`config.mk`:
```
export PLATFORM = sky130hd
export DESIGN_NAME = packed_geometry_command_unpacker_top
export DESIGN_NICKNAME = d
export VERILOG_FILES = /design/src/sv/pgcu_pkg.sv /design/src/sv/pgcu_out_stage.sv /design/src/sv/packed_geometry_command_unpacker_top.sv
export SDC_FILE = /design/constraint.sdc
export NUM_CORES = 1
export LEC_CHECK = 0
export BUFFER_PORTS_ARGS = -buffer_cell sky130_fd_sc_hd__buf_2
export CAP_MARGIN = 20
export CELL_PAD_IN_SITES_DETAIL_PLACEMENT = 1
export CELL_PAD_IN_SITES_GLOBAL_PLACEMENT = 1
export CORE_MARGIN = 5
export CORE_UTILIZATION = 45
export DETAILED_ROUTE_END_ITERATION = 10
export PLACE_DENSITY_LB_ADDON = 0.3
export RECOVER_POWER = 100
export SYNTH_ARGS = -nofsm -noshare
export SYNTH_HDL_FRONTEND = slang
export SYNTH_SLANG_ARGS = --single-unit
```
`constraint.sdc`:
```
create_clock -name clk -period 4.5 [get_ports clk]
set_clock_uncertainty 0.1 [all_clocks]
set_input_delay 0.45 -clock clk [delete_from_list [all_inputs] [get_ports clk]]
set_output_delay 0.45 -clock clk [all_outputs]
set_load 0.02 [all_outputs]
```
`src/sv/pgcu_pkg.sv`:
```
// Shared types, state codes and the per-opcode parameter count table.
package pgcu_pkg;

  localparam int OpW    = 8;
  localparam int WordW  = 32;
  localparam int DopW   = 7;
  localparam int CountW = 6;
  localparam int MaxOut = 4;
  localparam int NumW   = $clog2(MaxOut);

  typedef logic [OpW-1:0]    opcode_t;
  typedef logic [WordW-1:0]  word_t;
  typedef logic [CountW-1:0] count_t;
  typedef logic [NumW-1:0]   num_t;

  localparam logic CMD_PACKED = 1'b0;
  localparam logic CMD_DIRECT = 1'b1;

  typedef enum logic [2:0] {
    S_IDLE = 3'b001,
    S_EXEC = 3'b010,
    S_SCAN = 3'b100
  } state_t;

  // Number of parameter words each geometry command takes.
  function automatic count_t op_arg_count(input opcode_t op);
    count_t cnt;
    cnt = '0;
    unique case (op) inside
      8'h10, 8'h12, 8'h13, 8'h14,
      8'h20, 8'h21, 8'h22, 8'h24, 8'h25, 8'h26, 8'h27,
      8'h28, 8'h29, 8'h2A, 8'h2B,
      8'h30, 8'h31, 8'h32, 8'h33,
      8'h40, 8'h50, 8'h60, 8'h72:  cnt = 6'd1;
      8'h23, 8'h71:                cnt = 6'd2;
      8'h1B, 8'h1C, 8'h70:         cnt = 6'd3;
      8'h1A:                       cnt = 6'd9;
      8'h17, 8'h19:                cnt = 6'd12;
      8'h16, 8'h18:                cnt = 6'd16;
      8'h34:                       cnt = 6'd32;
      default:                     cnt = 6'd0;
    endcase
    return cnt;
  endfunction

endpackage

```
`src/sv/pgcu_out_stage.sv`:
```
// Output register for queue entries with valid/stall handshake.
module pgcu_out_stage
  import pgcu_pkg::*;
(
  input  logic    clk,
  input  logic    rst,
  input  logic    load,
  input  opcode_t ld_opcode,
  input  word_t   ld_param,
  input  logic    ld_last,
  output logic    free,
  output logic    out_valid,
  input  logic    out_stall,
  output opcode_t opcode,
  output word_t   parameter_res,
  output logic    last
);

  // The register can take a new entry when empty or when its entry leaves now.
  assign free = !out_valid || !out_stall;

  always_ff @(posedge clk) begin
    if (rst) begin
      out_valid <= 1'b0;
    end else if (load) begin
      out_valid <= 1'b1;
    end else if (!out_stall) begin
      out_valid <= 1'b0;
    end
  end

  always_ff @(posedge clk) begin
    if (load) begin
      opcode        <= ld_opcode;
      parameter_res <= ld_param;
      last          <= ld_last;
    end
  end

endmodule

```
`src/sv/packed_geometry_command_unpacker_top.sv`:
```
// Top level of the packed geometry command unpacker.
//
//   channel  | handshake            | payload
//   ---------+----------------------+--------------------------------------
//   input    | in_valid / in_stall  | command, direct_opcode, data
//   output   | out_valid / out_stall| opcode, parameter_res, last
//
// A request is registered while idle and executed in S_EXEC, where a direct
// or parameter write emits its first entry and a packed load takes the word.
// Each further entry comes from S_SCAN as the pending word shifts a byte, and a
// load always passes through S_SCAN at least once.
// Synchronous reset clears the pending word, the parameter counter and control.
// Output stalls hold the sequencer; the input is stalled while a request runs.
module packed_geometry_command_unpacker_top
  import pgcu_pkg::*;
(
  input  logic            clk,
  input  logic            rst,
  input  logic            in_valid,
  output logic            in_stall,
  input  logic            command,
  input  logic [DopW-1:0] direct_opcode,
  input  word_t           data,
  output logic            out_valid,
  input  logic            out_stall,
  output opcode_t         opcode,
  output word_t           parameter_res,
  output logic            last
);

  state_t state, state_next;

  logic            cmd_q;
  logic [DopW-1:0] dop_q;
  word_t           data_q;

  word_t  pending, pending_next;
  count_t params_received, params_received_next;
  num_t   emitted, emitted_next;

  logic    free;
  logic    load;
  opcode_t ld_opcode;
  word_t   ld_param;
  logic    ld_last;

  opcode_t low_op;
  opcode_t next_op;
  word_t   pending_shift;
  count_t  low_cnt;
  count_t  params_inc;
  logic    retire;
  logic    param_last;
  logic    zero_last;

  assign in_stall = (state != S_IDLE);

  assign low_op        = pending[OpW-1:0];
  assign next_op       = pending[2*OpW-1:OpW];
  assign pending_shift = pending >> OpW;
  assign low_cnt       = op_arg_count(low_op);
  assign params_inc    = params_received + count_t'(1);
  assign retire        = (params_inc == low_cnt);

  // A parameter entry ends the request unless the opcode retires, the shifted
  // pending word is nonzero and its next opcode takes no parameters.
  assign param_last = !retire || (pending_shift == '0) ||
                      (op_arg_count(pending_shift[OpW-1:0]) != '0);

  // A parameterless entry ends the request if no parameterless one follows or it is entry MaxOut of the request.
  assign zero_last = (pending_shift == '0) || (op_arg_count(next_op) != '0) ||
                     (emitted == num_t'(MaxOut - 1));

  always_ff @(posedge clk) begin
    if (state == S_IDLE && in_valid) begin
      cmd_q  <= command;
      dop_q  <= direct_opcode;
      data_q <= data;
    end
  end

  always_comb begin
    state_next           = state;
    pending_next         = pending;
    params_received_next = params_received;
    emitted_next         = emitted;
    load                 = 1'b0;
    ld_opcode            = low_op;
    ld_param             = data_q;
    ld_last              = 1'b1;
    unique case (state)
      S_IDLE: begin
        if (in_valid) begin
          state_next = S_EXEC;
        end
      end
      S_EXEC: begin
        if (cmd_q == CMD_DIRECT) begin
          if (free) begin
            load       = 1'b1;
            ld_opcode  = {1'b0, dop_q};
            state_next = S_IDLE;
          end
        end else if (pending == '0) begin
          pending_next = data_q;
          emitted_next = '0;
          state_next   = S_SCAN;
        end else if (free) begin
          load         = 1'b1;
          ld_last      = param_last;
          emitted_next = num_t'(1);
          if (retire) begin
            pending_next         = pending_shift;
            params_received_next = '0;
          end else begin
            params_received_next = params_inc;
          end
          state_next = param_last ? S_IDLE : S_SCAN;
        end
      end
      S_SCAN: begin
        if (pending == '0 || low_cnt != '0) begin
          state_next = S_IDLE;
        end else if (free) begin
          load         = 1'b1;
          ld_param     = '0;
          ld_last      = zero_last;
          pending_next = pending_shift;
          emitted_next = emitted + num_t'(1);
          if (zero_last) begin
            state_next = S_IDLE;
          end
        end
      end
      default: begin
        state_next = S_IDLE;
      end
    endcase
  end

  always_ff @(posedge clk) begin
    if (rst) begin
      state           <= S_IDLE;
      pending         <= '0;
      params_received <= '0;
      emitted         <= '0;
    end else begin
      state           <= state_next;
      pending         <= pending_next;
      params_received <= params_received_next;
      emitted         <= emitted_next;
    end
  end

  pgcu_out_stage u_out (
    .clk          (clk),
    .rst          (rst),
    .load         (load),
    .ld_opcode    (ld_opcode),
    .ld_param     (ld_param),
    .ld_last      (ld_last),
    .free         (free),
    .out_valid    (out_valid),
    .out_stall    (out_stall),
    .opcode       (opcode),
    .parameter_res(parameter_res),
    .last         (last)
  );

endmodule

```
After elaboration in Yosys (flattened, before gate mapping). Index checks and enable logic that the tools add are counted.

Add/subtract/negate cells: 2. Equality and inequality tests: 84. Mux-type cells: 45. Bitwise logic cells: 2. Reduce and logical (&&, ||, !) cells: 29.

Operator list (count): $mux 32 (9); $eq 8x6->1 const B (34); $eq 8x5->1 const B (22); $eq 8x7->1 const B (12); $pmux 6 s7 (2); $logic_not 32->1 (2); $pmux 32 s2 (1); $reduce_or 23->1 (2); $mux 3 (9); $mux 8 (3); $ne 3x3->1 const B (5); $reduce_bool 6->1 (2); $reduce_or 2->1 (6); $mux 1 (11); $mux 2 (5); $reduce_and 5->1 (2); $pmux 3 s3 (1); $ne 2x2->1 const B (4); $add 6x1->6 const B (1); $eq 6x6->1 (1); $logic_or 1x1->1 (6); $mux 6 (1); $reduce_and 6->1 (1); $reduce_or 3->1 (2); other kinds (14) (18).

Input port bits: 44. Output and inout port bits: 43. Flip-flop bits (word level): 125. Logic and storage cells: 173.

Longest topological paths before layout.
Depth after elaboration: 12. Gate-level depth with buffers: 11. Depth with buffers taken out: 8.

By module. Synthesis repeated with hierarchy kept, for this count alone.

Cells, all modules: 465. Area total of the unflattened synthesis: 5507.8 um^2.

Modules (own cells, without submodules): packed_geometry_command_unpacker_top (cells an instance 420, sequential area each 2062.0 um^2, times used 1, area each 4244.1 um^2); pgcu_out_stage (cells an instance 45, sequential area each 1251.2 um^2, times used 1, area each 1263.7 um^2).

Worst setup path after synthesis. No wires, ideal clock.

Kind: flip-flop to flip-flop. Start point: reg pending[1]. End point: reg u_out.last, enable pin. Clock period less this slack: 3893 ps. Cell stages (with the launch flop): 9. Slack: 607 ps. Library setup time: 453 ps. Path buffers: 2. Data required time: 3947 ps. Arrival: 3340 ps. Cells stage by stage: dfxtp_1 -> buf_2 -> buf_2 -> nor4bb_1 -> a21oi_1 -> a21oi_1 -> nor4_1 -> nand3_1 -> a21oi_1.

Word-level cells in the longest chain between the ends: 7. Elaborated cells between the ends (all ways): 47. Those cells by class: 34 x eq/ne; 5 x mux; 8 x reduce/logical.

RTL lines: from (decl) (RTL line packed_geometry_command_unpacker_top.sv:37) `word_t pending, pending_next;`; from (signal assigned) (RTL line packed_geometry_command_unpacker_top.sv:149) `pending <= pending_next;`; $eq 8x5->1, or another cell as far along (RTL line packed_geometry_command_unpacker_top.sv:61) `assign low_cnt = op_arg_count(low_op);`; $reduce_or 23->1, or another cell as far along (RTL line pgcu_pkg.sv:29) `unique case (op) inside`; $pmux 6 s7 (RTL line pgcu_pkg.sv:29); $reduce_bool 6->1 (RTL line packed_geometry_command_unpacker_top.sv:122) `if (pending == '0 || low_cnt != '0) begin`; $logic_or 1x1->1 (RTL line packed_geometry_command_unpacker_top.sv:122); $mux 1 (RTL line packed_geometry_command_unpacker_top.sv:122); $pmux 1 s2 (*) (RTL line packed_geometry_command_unpacker_top.sv:91) `unique case (state)`; named net load (RTL line packed_geometry_command_unpacker_top.sv:42) `logic load;`; to (signal assigned) (RTL line pgcu_out_stage.sv:36) `last <= ld_last;`; to (decl) (RTL line pgcu_out_stage.sv:16) `output logic last`.

Mark *: on every way through the listed nets, which the timed path passes. The rest lies on a longest branch. A chain may end at the register's enable or synchronous reset.

Worst setup path in the final report.
Start point: reg pending[9]. End point: reg pending[9].

Word-level cells in the longest chain between the ends: 4. Elaborated cells between the ends (all ways): 9. Those cells by class: 3 x eq/ne; 3 x mux; 3 x reduce/logical.

RTL lines (RTL line): $logic_not 32->1 (*) (packed_geometry_command_unpacker_top.sv:104, packed_geometry_command_unpacker_top.sv:122); $mux 32 or $logic_or 1x1->1 (tied branches) (packed_geometry_command_unpacker_top.sv:104, packed_geometry_command_unpacker_top.sv:122); $mux 32 or $ne 2x2->1 (tied branches); $pmux 32 s2 or $reduce_and 6->1 (tied branches).

Every way passes the cells marked *; elsewhere a longest branch is shown, timed or not. The select of a mux whose other input is x is not followed.

==> flow_metrics.py <==
metrics = {
    "floorplanning": {
        "core_mm2": 0.01196,
        "initial_core_util_pct": 45.69,
        "die-area_mm2": 0.01445,
        "io_pins": 87,
        "die-width_um": 120.2,
        "rows": 40,
        "die_y_um": 120.2,
    },
    "drt": {
        "wl_per_cell_um": 20.49,
        "drt_pass1_iterations": 4,
        "vias_per_cell": 5.902,
        "route.detailed.drc": 0,
        "num_vias": 4173,
        "ant_nets": 0,
        "first_iter_violations": 217,
        "finalWirelength_um": 14490,
    },
    "setup_path": {
        "worstPathCellList": "nor4_1, nand4_1, nor3_1, nor2_1, nor2_1, o22a_1, buf_12, a21oi_1, a311oi_1",
        "reg2reg_depth": 9,
        "path_buf_inv": 1,
        "worst_setup_path_start_kind": "register",
        "path_max_fanout": 29,
        "worstPathRequired_ns": 4.70,
        "worstPathArrival_ns": 4.02,
        "cpLargestDelayFamily": "simple AND/OR/NAND/NOR gates",
        "setup.worst_path.class": "reg -> reg",
        "cp_slowest_cell": "o22a_1",
        "rr_endpoint": "pending[9]",
        "reg2reg_from": "pending[9]",
        "crit_path_frequent_cell": "nor2_1",
        "max_stage_delay_ns": 0.72,
        "r2r_slack_ns": 0.68,
        "cp-end-kind": "register",
    },
    "timing": {
        "finalSetupTns_ns": 0,
        "rsz0062_at_grt": "false",
        "post-route-min-period_ns": 3.823,
        "final_max_slew_viol_count": 0,
        "max_freq_mhz": 261.6,
        "worstMarginPinSlew_ns": 1.495,
        "fin_crit_sh_pct": 84.96,
        "setup_viol": 0,
        "hold_viol": 0,
        "slew_headroom_pct": 0.3141,
    },
    "clock_network": {
        "post_cts_buffers": 0,
        "clkTransAtPathRegs_ns": 0.06,
        "cts_inserted_buffers": 17,
        "root_buffer": "clkbuf_16",
        "cts_max_level": 4,
        "clkSinkCount": 125,
        "worstSkewPairLatency_ns": 0.42,
        "cts.repair.resized": 0,
        "cts_hold_buf": 0,
        "cts_tree": "yes",
        "clock_path_buffers": 2,
    },
    "pwr": {
        "p_per_area_mw_per_mm2": 485.5,
        "irDropWorstVdd_uv": 298.8,
        "leakagePower_uw": 0.002207,
    },
    "grt": {
        "grt_max_degree": 49,
        "antenna_found_initial": 0,
        "grt_pass1_vias": 4443,
        "gr-total-overflow": 0,
        "grt_pass1_wl_um": 23370,
        "grt_use_total_pct": 20.89,
    },
    "layout": {
        "syn2layout_area_growth_pct": 19.14,
        "nNetsFinal": 593,
        "final_common_cell": "edfxtp_1",
        "final_cell_mix": "81 x edfxtp_1, 60 x a21oi_1, 47 x clkbuf_1",
        "post-route-util_pct": 54.44,
        "fillers": 1282,
        "drive_gt1_share_pct": 16.25,
        "n_antenna_cell": 0,
    },
    "outcome": {
        "status": "finished with violations",
        "violations": "max-capacitance violations",
    },
    "logic_synthesis": {
        "synth_area_leader_cell": "edfxtp_1",
        "synth_edf_count": 81,
        "yosysWarnings": 0,
        "ys_ff_latch": 125,
        "netlist_area_mm2": 0.005465,
        "syn_nets": 516,
        "ys_seq_area_share_pct": 60.62,
        "postSynthAreaPerCell_um2": 11.63,
        "synthTopCellsByArea": "edfxtp_1 45%, dfxtp_1 16%, a21oi_1 5.6%, and2_1 4.0%, a311oi_1 3.8%",
        "synthDistinctLibCells": 61,
        "synth-main-ff-cell": "edfxtp_1",
        "async_flop_share_pct": 0,
        "synth_top_area_share_pct": 44.51,
        "syn_inst": 470,
    },
    "worst_hold_path": {
        "hp-class": "in -> reg",
        "holdPathStages": 1,
        "whs_endpoint": "data_q[12]",
        "hold_start": "data[12]",
    },
    "run": {
        "cap_violations": 1,
    },
    "placed_design": {
        "port_buffers": 86,
        "routabilityCongestion": 0.8152,
        "place_hpwl_um": 9321,
    },
}
==> stage by stage <==
stage / power (uW) / cells / hold WS, ns / cell area [um^2] / setup slack, ns
2_1_floorplan: 1644 / 470 / 0.3356 / 5465 / 0.6072
3_3_place_gp: 1755 / 675 / 0.3465 / 5989 / 1.296
3_5_place_dp: 1773 / 675 / 0.3520 / 5989 / 1.122
4_1_cts: 3195 / 707 / 0.08727 / 6601 / 1.012
5_1_grt: 3298 / 707 / 0.08414 / 6511 / 0.4169
6_report: 3161 / 707 / 0.1024 / 6511 / 0.6770
==> routing by layer <==
| layer | up-vias | global-route usage [%] | wire (um) |
|---|---|---|---|
| li1 | 1966 | - | - |
| met1 | 2076 | 24.33 | 5988 |
| met2 | 105 | 36.32 | 7534 |
| met3 | 26 | 5.659 | 675 |
| met4 | 0 | 8.733 | 287 |
| met5 | - | 0 | 0 |
==> flip-flops by register name, summed over array words and instances, names as in the netlist <==
| register | count |
|---|---|
| cmd_q | 1 |
| u_out.last | 1 |
| params_received | 6 |
| pending | 32 |
| u_out.out_valid | 1 |
| emitted | 2 |
| data_q | 32 |
| u_out.opcode | 8 |
| dop_q | 7 |
| state | 3 |
| u_out.parameter_res | 32 |
==> final cells by class <==
type                       count  area, um^2  share of cell area (%)
multi-input combinational    304        1953                   30.00
timing repair buffer          91       419.2                   6.437
clock buffer                  22       474.2                   7.283
inverter                       8       30.03                  0.4612
tap                          147       183.9                   2.825
clock inverter                10       137.6                   2.114
sequential                   125        3313                   50.88
==> report_power, final <==
| group | switching, uW | internal (uW) |
|---|---|---|
| combinational | 254 | 129 |
| sequential | 56.9 | 1310 |
| clock | 495 | 914 |
==> Yosys cell counts, types with 2 or more instances <==
master / count
a21oi_1: 61
a22o_1: 8
a311oi_1: 24
a31oi_1: 7
and2_1: 35
and3_1: 6
and3b_1: 2
buf_2: 17
buf_6: 2
clkbuf_1: 14
dfxtp_1: 44
edfxtp_1: 81
ha_1: 2
inv_1: 8
mux2_2: 9
nand2_1: 23
nand2b_1: 2
nand3_1: 14
nand4_1: 2
nor2_1: 21
nor2b_1: 4
nor3_1: 9
nor3b_1: 3
nor4_1: 9
nor4bb_1: 3
o2111ai_1: 2
o211ai_1: 3
o21ai_0: 9
o21ai_1: 3
o22ai_1: 3
o31ai_1: 2
o32ai_1: 2
or2_2: 2
or3_1: 4
xnor2_1: 4
==> logic make-up (layout without fill, tap and decap cells) <==
| group | Yosys count | after routing | share of synthesized area, % |
|---|---|---|---|
| AO/OA/AOI/OAI | 136 | 136 | 16.39 |
| XOR/XNOR | 5 | 5 | 0.8012 |
| adder cells (fa/ha/maj) | 2 | 2 | 0.4578 |
| buffers and inverters | 41 | 131 | 3.480 |
| flip-flops | 125 | 125 | 60.62 |
| multiplexers | 9 | 9 | 1.854 |
| AND/OR/NAND/NOR | 152 | 152 | 16.39 |
==> how the worst max path moves through the flow <==
stage,from,to,slack (ns),depth (start not counted)
after floorplan,pending[1],u_out.last,0.61,8
after global placement,pending[1],u_out.parameter_res[14],1.30,7
after detailed placement,pending[9],pending[14],1.12,9
after CTS,pending[9],pending[9],1.01,9
after global routing,pending[5],pending[29],0.42,8
final,pending[9],pending[9],0.68,9
(Power assumes the default switching activity.)
